### src/design/aes_pkg.sv
`timescale 1ns / 1ps
`default_nettype none
package aes_pkg;

  localparam int unsigned Rounds     = 10;
  localparam int unsigned SchedWords = 44;

  typedef enum logic [1:0] {
    KeyIdle,
    KeyRun
  } key_state_e;

  typedef enum logic [1:0] {
    EncIdle,
    EncRound,
    EncDone
  } enc_state_e;

  typedef enum logic [0:0] {
    CfgKeyHigh = 1'b0,
    CfgKeyLow  = 1'b1
  } cfg_index_e;

  typedef struct packed {
    logic       busy;
    logic       we;
    logic [5:0] waddr;
    logic [31:0] wdata;
  } sched_wr_t;

  function automatic logic [7:0] sbox(input logic [7:0] x);
    logic [7:0] t [256];
    t = '{
      8'h63,8'h7C,8'h77,8'h7B,8'hF2,8'h6B,8'h6F,8'hC5,8'h30,8'h01,8'h67,8'h2B,8'hFE,8'hD7,8'hAB,8'h76,
      8'hCA,8'h82,8'hC9,8'h7D,8'hFA,8'h59,8'h47,8'hF0,8'hAD,8'hD4,8'hA2,8'hAF,8'h9C,8'hA4,8'h72,8'hC0,
      8'hB7,8'hFD,8'h93,8'h26,8'h36,8'h3F,8'hF7,8'hCC,8'h34,8'hA5,8'hE5,8'hF1,8'h71,8'hD8,8'h31,8'h15,
      8'h04,8'hC7,8'h23,8'hC3,8'h18,8'h96,8'h05,8'h9A,8'h07,8'h12,8'h80,8'hE2,8'hEB,8'h27,8'hB2,8'h75,
      8'h09,8'h83,8'h2C,8'h1A,8'h1B,8'h6E,8'h5A,8'hA0,8'h52,8'h3B,8'hD6,8'hB3,8'h29,8'hE3,8'h2F,8'h84,
      8'h53,8'hD1,8'h00,8'hED,8'h20,8'hFC,8'hB1,8'h5B,8'h6A,8'hCB,8'hBE,8'h39,8'h4A,8'h4C,8'h58,8'hCF,
      8'hD0,8'hEF,8'hAA,8'hFB,8'h43,8'h4D,8'h33,8'h85,8'h45,8'hF9,8'h02,8'h7F,8'h50,8'h3C,8'h9F,8'hA8,
      8'h51,8'hA3,8'h40,8'h8F,8'h92,8'h9D,8'h38,8'hF5,8'hBC,8'hB6,8'hDA,8'h21,8'h10,8'hFF,8'hF3,8'hD2,
      8'hCD,8'h0C,8'h13,8'hEC,8'h5F,8'h97,8'h44,8'h17,8'hC4,8'hA7,8'h7E,8'h3D,8'h64,8'h5D,8'h19,8'h73,
      8'h60,8'h81,8'h4F,8'hDC,8'h22,8'h2A,8'h90,8'h88,8'h46,8'hEE,8'hB8,8'h14,8'hDE,8'h5E,8'h0B,8'hDB,
      8'hE0,8'h32,8'h3A,8'h0A,8'h49,8'h06,8'h24,8'h5C,8'hC2,8'hD3,8'hAC,8'h62,8'h91,8'h95,8'hE4,8'h79,
      8'hE7,8'hC8,8'h37,8'h6D,8'h8D,8'hD5,8'h4E,8'hA9,8'h6C,8'h56,8'hF4,8'hEA,8'h65,8'h7A,8'hAE,8'h08,
      8'hBA,8'h78,8'h25,8'h2E,8'h1C,8'hA6,8'hB4,8'hC6,8'hE8,8'hDD,8'h74,8'h1F,8'h4B,8'hBD,8'h8B,8'h8A,
      8'h70,8'h3E,8'hB5,8'h66,8'h48,8'h03,8'hF6,8'h0E,8'h61,8'h35,8'h57,8'hB9,8'h86,8'hC1,8'h1D,8'h9E,
      8'hE1,8'hF8,8'h98,8'h11,8'h69,8'hD9,8'h8E,8'h94,8'h9B,8'h1E,8'h87,8'hE9,8'hCE,8'h55,8'h28,8'hDF,
      8'h8C,8'hA1,8'h89,8'h0D,8'hBF,8'hE6,8'h42,8'h68,8'h41,8'h99,8'h2D,8'h0F,8'hB0,8'h54,8'hBB,8'h16
    };
    return t[x];
  endfunction

  function automatic logic [31:0] sub_word(input logic [31:0] w);
    return {sbox(w[31:24]), sbox(w[23:16]), sbox(w[15:8]), sbox(w[7:0])};
  endfunction

  function automatic logic [7:0] xtime(input logic [7:0] x);
    return {x[6:0], 1'b0} ^ (x[7] ? 8'h1b : 8'h00);
  endfunction

  function automatic logic [7:0] rcon(input logic [3:0] r);
    logic [7:0] v;
    unique case (r)
      4'd1: v = 8'h01;
      4'd2: v = 8'h02;
      4'd3: v = 8'h04;
      4'd4: v = 8'h08;
      4'd5: v = 8'h10;
      4'd6: v = 8'h20;
      4'd7: v = 8'h40;
      4'd8: v = 8'h80;
      4'd9: v = 8'h1b;
      4'd10: v = 8'h36;
      default: v = 8'h00;
    endcase
    return v;
  endfunction

  function automatic logic [127:0] round_fn(input logic [127:0] s, input logic last);
    logic [7:0] b [16];
    logic [7:0] t [16];
    logic [7:0] a0, a1, a2, a3, al;
    logic [127:0] o;
    for (int k = 0; k < 16; k++) begin
      b[k] = sbox(s[127-8*k -: 8]);
    end
    for (int c = 0; c < 4; c++) begin
      for (int r = 0; r < 4; r++) begin
        t[4*c+r] = b[4*((c+r)%4)+r];
      end
    end
    for (int c = 0; c < 4; c++) begin
      a0 = t[4*c]; a1 = t[4*c+1]; a2 = t[4*c+2]; a3 = t[4*c+3];
      al = a0 ^ a1 ^ a2 ^ a3;
      if (!last) begin
        t[4*c]   = a0 ^ al ^ xtime(a0 ^ a1);
        t[4*c+1] = a1 ^ al ^ xtime(a1 ^ a2);
        t[4*c+2] = a2 ^ al ^ xtime(a2 ^ a3);
        t[4*c+3] = a3 ^ al ^ xtime(a3 ^ a0);
      end
    end
    for (int k = 0; k < 16; k++) begin
      o[127-8*k -: 8] = t[k];
    end
    return o;
  endfunction

endpackage
`default_nettype wire

### src/design/aes_keyexp.sv
`timescale 1ns / 1ps
`default_nettype none
module aes_keyexp (
  input  wire logic              clk_i,
  input  wire logic              rst_ni,
  input  wire logic              start_i,
  input  wire logic [127:0]      key_i,
  output aes_pkg::sched_wr_t     wr_o
);
  import aes_pkg::*;

  key_state_e state_q, state_d;
  logic [5:0]   idx_q, idx_d;
  logic [127:0] win_q, win_d;
  logic [31:0]  t, nw;
  logic [3:0]   rnd;

  // window holds the last four words, oldest in the high bits
  always_comb begin
    rnd = idx_q[5:2];
    t   = win_q[31:0];
    if (idx_q[1:0] == 2'd0) begin
      t = sub_word({t[23:0], t[31:24]}) ^ {rcon(rnd), 24'h0};
    end
    nw = win_q[127:96] ^ t;
  end

  always_comb begin
    state_d = state_q;
    idx_d   = idx_q;
    win_d   = win_q;
    wr_o.busy  = (state_q == KeyRun);
    wr_o.we    = 1'b0;
    wr_o.waddr = idx_q;
    wr_o.wdata = nw;
    unique case (state_q)
      KeyIdle: begin
        if (start_i) begin
          state_d = KeyRun;
          idx_d   = 6'd0;
          win_d   = key_i;
        end
      end
      KeyRun: begin
        wr_o.we = 1'b1;
        if (idx_q < 6'd4) begin
          wr_o.wdata = win_q[127-32*idx_q[1:0] -: 32];
          if (idx_q == 6'd3) begin
            idx_d = 6'd4;
          end else begin
            idx_d = idx_q + 6'd1;
          end
        end else begin
          win_d = {win_q[95:0], nw};
          idx_d = idx_q + 6'd1;
          if (idx_q == 6'(SchedWords - 1)) begin
            state_d = KeyIdle;
          end
        end
        if (start_i) begin
          idx_d   = 6'd0;
          win_d   = key_i;
          state_d = KeyRun;
        end
      end
      default: state_d = KeyIdle;
    endcase
  end

  always_ff @(posedge clk_i or negedge rst_ni) begin
    if (!rst_ni) begin
      state_q <= KeyRun;
      idx_q   <= 6'd0;
      win_q   <= '0;
    end else begin
      state_q <= state_d;
      idx_q   <= idx_d;
      win_q   <= win_d;
    end
  end
endmodule
`default_nettype wire

### config.mk
export PLATFORM = sky130hd
export DESIGN_NAME = aes_keyexp
export DESIGN_NICKNAME = d
export VERILOG_FILES = /design/src/design/aes_pkg.sv /design/src/design/aes_keyexp.sv
export SDC_FILE = /design/constraint.sdc
export NUM_CORES = 1
export LEC_CHECK = 0
export BUFFER_PORTS_ARGS = -buffer_cell sky130_fd_sc_hd__buf_2
export CAP_MARGIN = 10
export CORE_UTILIZATION = 25
export DETAILED_ROUTE_END_ITERATION = 12
export PLACE_DENSITY = 0.4
export SETUP_SLACK_MARGIN = 0.3
export SLEW_MARGIN = 20
export SYNTH_ARGS = -nofsm -noshare
export SYNTH_HDL_FRONTEND = slang
export SYNTH_SLANG_ARGS = --single-unit
### constraint.sdc
create_clock -name clk_i -period 5.45 [get_ports clk_i]
set_input_delay 0.2725 -clock clk_i [delete_from_list [all_inputs] [get_ports clk_i]]
set_output_delay 0.2725 -clock clk_i [all_outputs]
set_load 0.01 [all_outputs]
After elaboration in Yosys (flattened, before gate mapping) --
Memory sizes are Yosys's and may differ from the RTL's. Cells that the tools add are included.
Storage, ports and cells: ROM bits 8320, input bits 131, memories kept 5, bits in registers 136, word-level logic and storage cells 61
Memory list:
- (name not given) | words 256, width 8, rd ports 1, clocked after memory_dff 0, wr ports 0, RTL line aes_pkg.sv:51 | return t[x];
- (name not given) | words 256, width 8, rd ports 1, clocked after memory_dff 0, wr ports 0, RTL line aes_pkg.sv:51
- (name not given) | words 256, width 8, rd ports 1, clocked after memory_dff 0, wr ports 0, RTL line aes_pkg.sv:51
- (name not given) | words 256, width 8, rd ports 1, clocked after memory_dff 0, wr ports 0, RTL line aes_pkg.sv:51
- (name not given) | words 16, width 8, rd ports 1, clocked after memory_dff 0, wr ports 0, RTL line aes_pkg.sv:64 | unique case (r)
Cells by class: shifts and indexed selects 1, muxes and demuxes 27, bitwise logic cells 6, equality and inequality tests 6, add/sub/neg operators 2, reduce and logical (&&, ||, !) cells 6, order comparisons 5
Operators by type and width (number):
- two-way mux 128 bit | 3
- one-hot mux 128 bit (2 select lines) | 1
- indexed part select 159 x 33 -> 32 bit | 1
- two-way mux 32 bit | 3
- two-way mux 8 bit | 9
- XOR 32 bit | 2
- >= comparator 9 bit, second input constant | 4
- NOT 8 -> 9 bit | 4
- two-way mux 6 bit | 4
- one-hot mux 6 bit (2 select lines) | 1
- two-way mux 2 bit | 4
- subtractor 7 x 7 -> 8 bit, first input constant | 1
- adder 6 x 1 -> 6 bit, second input constant | 1
- equality test 6 x 2 -> 1 bit, second input constant | 1
- equality test 6 bit, second input constant | 1
- less-than comparator 6 x 3 -> 1 bit, second input constant | 1
- AND reduction 3 bit | 2
- zero test 2 bit | 2
- one-hot mux 2 bit (2 select lines) | 1
- != test 3 x 2 -> 1 bit, second input constant | 1
- != test 3 bit, second input constant | 1
- equality test 2 x 1 -> 1 bit, second input constant | 1
- != test 2 bit, second input constant | 1
- AND reduction 2 bit | 1
- other kinds (2) | 2

Longest topological paths before layout --
depth after elaboration 10, depth in mapped cells 15, gate-level depth less buffers 11

Worst setup path before layout --
Ideal clock, no wire load.
path type flip-flop to output port, from register win_q[9], to output port wr_o[21] in the netlist's numbering, required time 5.178 ns, buffers on the path 4, cell stages (with the launch flop) 15, arrival 3.690 ns, setup slack 1.488 ns, cells stage by stage dfrtp_1 -> buf_2 -> buf_2 -> clkbuf_1 -> inv_1 -> ha_1 -> clkbuf_1 -> nand2b_1 -> o21ai_0 -> mux4_2 -> mux4_2 -> mux2i_1 -> mux2i_1 -> xor2_1 -> o21ai_0
RTL lines:
- from (decl) | RTL line aes_keyexp.sv:14 | logic [127:0] win_q, win_d;
- from (signal assigned) | RTL line aes_keyexp.sv:78 | win_q <= win_d;
- to (decl) | RTL line aes_keyexp.sv:8 | output aes_pkg::sched_wr_t wr_o

==> run_results.csv <==
group,metric,value,unit
critical_path,r2r-start,"win_q[16]$_DFFE_PN0P_",
grt,grt_pass1_vias,24200,
logic_synthesis,synth_async_sr_flop_share,100,%
logic_synthesis,synth.distinct_cells,89,
sta,worst_pin_slew,1.11,ns
pwr,power_density,373,nW/µm²
drt,wl_per_cell,28.5,µm
logic_synthesis,syn_inst,2998,
finish,fin_nets,3122,
critical_path,cp-end-kind,"primary output",
drt,drtIter0Drc,3937,
placed_design,dp_cells,4038,
flow_run,drv_cap,0,
sta,tns,0,ns
sta,fin_crit,4.95,ns
clocking,clk_latency,0.47,ns
logic_synthesis,post_synth.cell_area_avg,7.15,µm²
pwr,vdd_drop_max,242,µV
drt,drt-pass1-iter-count,7,
critical_path,crit_fanout,10,
hold_path,hold_path.class,"primary input to flip-flop",
sta,period_share,90.9,%
clocking,h-tree-depth,4,
logic_synthesis,yosysMostFrequentCell,"nand2_1",
sta,finClkSkew,0.0161,ns
critical_path,critPathLaunchType,"flip-flop",
logic_synthesis,synth_flop_cell,"dfrtp_1",
die,rows,106,
placed_design,hpwlAfterDp,83.1,mm
placed_design,numPortBuffers,170,
sta,finalMaxSlewViolations,0,
finish,drive_gt1_share,16.5,%
logic_synthesis,synth_top_area_cell,"dfrtp_1",
die,die-area,86900,µm²
die,io_pins,171,
critical_path,worstPathArrival,4.68,ns
clocking,cts_setup_buffers,0,
critical_path,r2r_end,"win_q[25]$_DFFE_PN0P_",
clocking,path_clk_slew,0.07,ns
grt,antenna_found_initial,4,
placed_design,gp_congestion,1.01,
sta,hold_violations,0,
drt,final_antenna_net_count,0,
logic_synthesis,synth-seq-cells,135,
pwr,leakage,8.89,nW
grt,grt_max_degree,145,
hold_path,hold_depth,3,
grt,grt_pass1_wl,170,mm
sta,rsz0062_at_grt,"false",
drt,vias,25600,
clocking,cts.sinks,135,
clocking,cts_root_buf,"clkbuf_16",
drt,drc,0,
clocking,cts_max_path_buffers,2,
logic_synthesis,syn-num-nets,3193,
critical_path,reg2reg_slack,0.99,ns
logic_synthesis,synth_edf_count,0,
critical_path,crit_type,"flip-flop to primary output",
grt,grt_overflow,0,
logic_synthesis,synth.top_cell.area_share,15.7,%
die,die_h,295,µm
finish,final-instance-count-excl-fill,4074,
finish,design_area,23700,µm²
placed_design,placed_area,23000,µm²
finish,diodes,0,
logic_synthesis,syn_area,21400,µm²
die,start_util,25.4,%
die,core-area,84200,µm²
sta,finalSetupViolCount,0,
critical_path,critPathCapture,"wr_o[28]",
outcome,outcome,"finished, final reports clean",
die,die_x,295,µm
sta,fmax,202,MHz
drt,avgViaCountPerCell,6.27,
logic_synthesis,ys_seq_area_share,15.8,%
drt,wirelength,116,mm
clocking,tritoncts,"done",
critical_path,required,5.18,ns
sta,slew_headroom,26.3,%
grt,grt_usage,26.0,%
clocking,numCtsBuffers,17,
logic_synthesis,yosysWarnings,0,
critical_path,r2r_cells,11,
critical_path,startpoint,"win_q[16]$_DFFE_PN0P_",
logic_synthesis,synthTopCellsByArea,"dfrtp_1 (16%), mux4_2 (10%), nand2_1 (7.1%), nor2_1 (5.1%), a21oi_1 (4.7%)",
finish,nFillCells,9307,
finish,area_growth,10.5,%
logic_synthesis,netlist_top_cells_count,"nand2_1 (407), nor2_1 (292), clkbuf_1 (210)",
==> flip-flops by register name, summed over array words and instances, names as in the netlist <==
register and flops:
win_q 128, idx_q 6, state_q 1
==> placed cells by master (no fill, tap or decap), types with 36 or more instances in the layout <==
cell and instances:
nand2_1 405, o31ai_1 40, o311ai_0 49, a21oi_1 202, nor3_1 74, mux2i_1 41, nand3_1 71, buf_4 89
mux4_2 97, nor2b_1 78, a311oi_1 41, nor2_1 291, dfrtp_1 119, inv_1 36, a211oi_1 40, o21ai_0 194
a31oi_1 159, o211ai_1 44, ha_1 61, nand2b_1 95, buf_2 169
==> power by group <==
part	leakage [nW]	internal [W]	switching, W	total [W]
clock network	0.301	0.000762	0.000524	0.00129
logic	7.04	0.00212	0.00387	0.00599
registers	1.54	0.00117	0.000387	0.00155
==> cells by family (layout without fill, tap and decap cells) <==
kind of cell | count (synthesis) | count (layout) | synth area share [%]
AO/OA/AOI/OAI | 1040 | 1040 | 32.7
buffers and inverters | 404 | 346 | 8.03
multiplexers | 148 | 148 | 12.6
flip-flops | 135 | 135 | 15.8
adder cells (fa/ha/maj) | 64 | 64 | 3.77
XOR/XNOR | 49 | 49 | 2.00
AND/OR/NAND/NOR | 1158 | 1158 | 25.0
==> per-layer routing <==
metal / vias up / share of wire [%] / track usage, % / wire length, µm
met1: 12500 / 41 / 34.8 / 47700
li1: 11000 / - / - / -
met5: - / 0.034 / 0 / 39
met4: 6 / 5.3 / 12.4 / 6120
met3: 359 / 9.5 / 5.18 / 11100
met2: 1697 / 44 / 39.9 / 51300
==> metrics by stage <==
| step | total power [W] | hold slack (ns) | worst slack [ns] | utilization [%] |
|---|---|---|---|---|
| final | 0.00883 | 0.0204 | 0.497 | 28.1 |
| after detailed placement | 0.00733 | 0.269 | 0.975 | 27.3 |
| after CTS | 0.00865 | 0.000523 | 0.456 | 28.1 |
| after global routing | 0.00923 | 0.0357 | 0.350 | 28.1 |
| after floorplan | 0.00525 | -0.0231 | 1.49 | - |
| after global placement | 0.00746 | 0.266 | 0.853 | 27.3 |
==> area by class of cell <==
class | count | area, µm² | share of cell area (%)
clock buffer | 20 | 467 | 1.97
inverter | 46 | 173 | 0.730
clock inverter | 12 | 164 | 0.693
multi-input combinational | 2459 | 16400 | 69.2
tap | 1134 | 1420 | 5.99
timing repair buffer | 268 | 1670 | 7.04
sequential | 135 | 3410 | 14.4
==> critical path, cell delays in order, from the launching register on <==
cell,delay [ns]
dfrtp_1,0.37
inv_1,0.33
ha_1,0.63
inv_1,0.20
o31ai_1,0.26
a2bb2oi_1,0.56
o32ai_1,0.18
a2111oi_2,0.47
xor2_1,0.15
mux2i_1,0.29
xor2_1,0.40
a21oi_1,0.15
buf_2,0.21
==> worst min path at each step <==
stage                   from                    end  slack [ns]
CTS                 key_i[7]   win_q[7]$_DFFE_PN0P_      0.0005
floorplan             rst_ni   idx_q[0]$_DFFE_PN0P_       -0.02
finish              key_i[7]   win_q[7]$_DFFE_PN0P_        0.02
global route        key_i[8]   win_q[8]$_DFFE_PN0P_        0.04
global placement      rst_ni  win_q[77]$_DFFE_PN0P_        0.27
detailed placement    rst_ni  win_q[13]$_DFFE_PN0P_        0.27
==> timing repair <==
action	in CTS	in global routing
gates resized for setup	0	4
endpoints found under the setup margin	0	3
hold endpoints to repair	50	0
hold buffers	4	0
No activity file was read; power rests on OpenSTA's default activity.
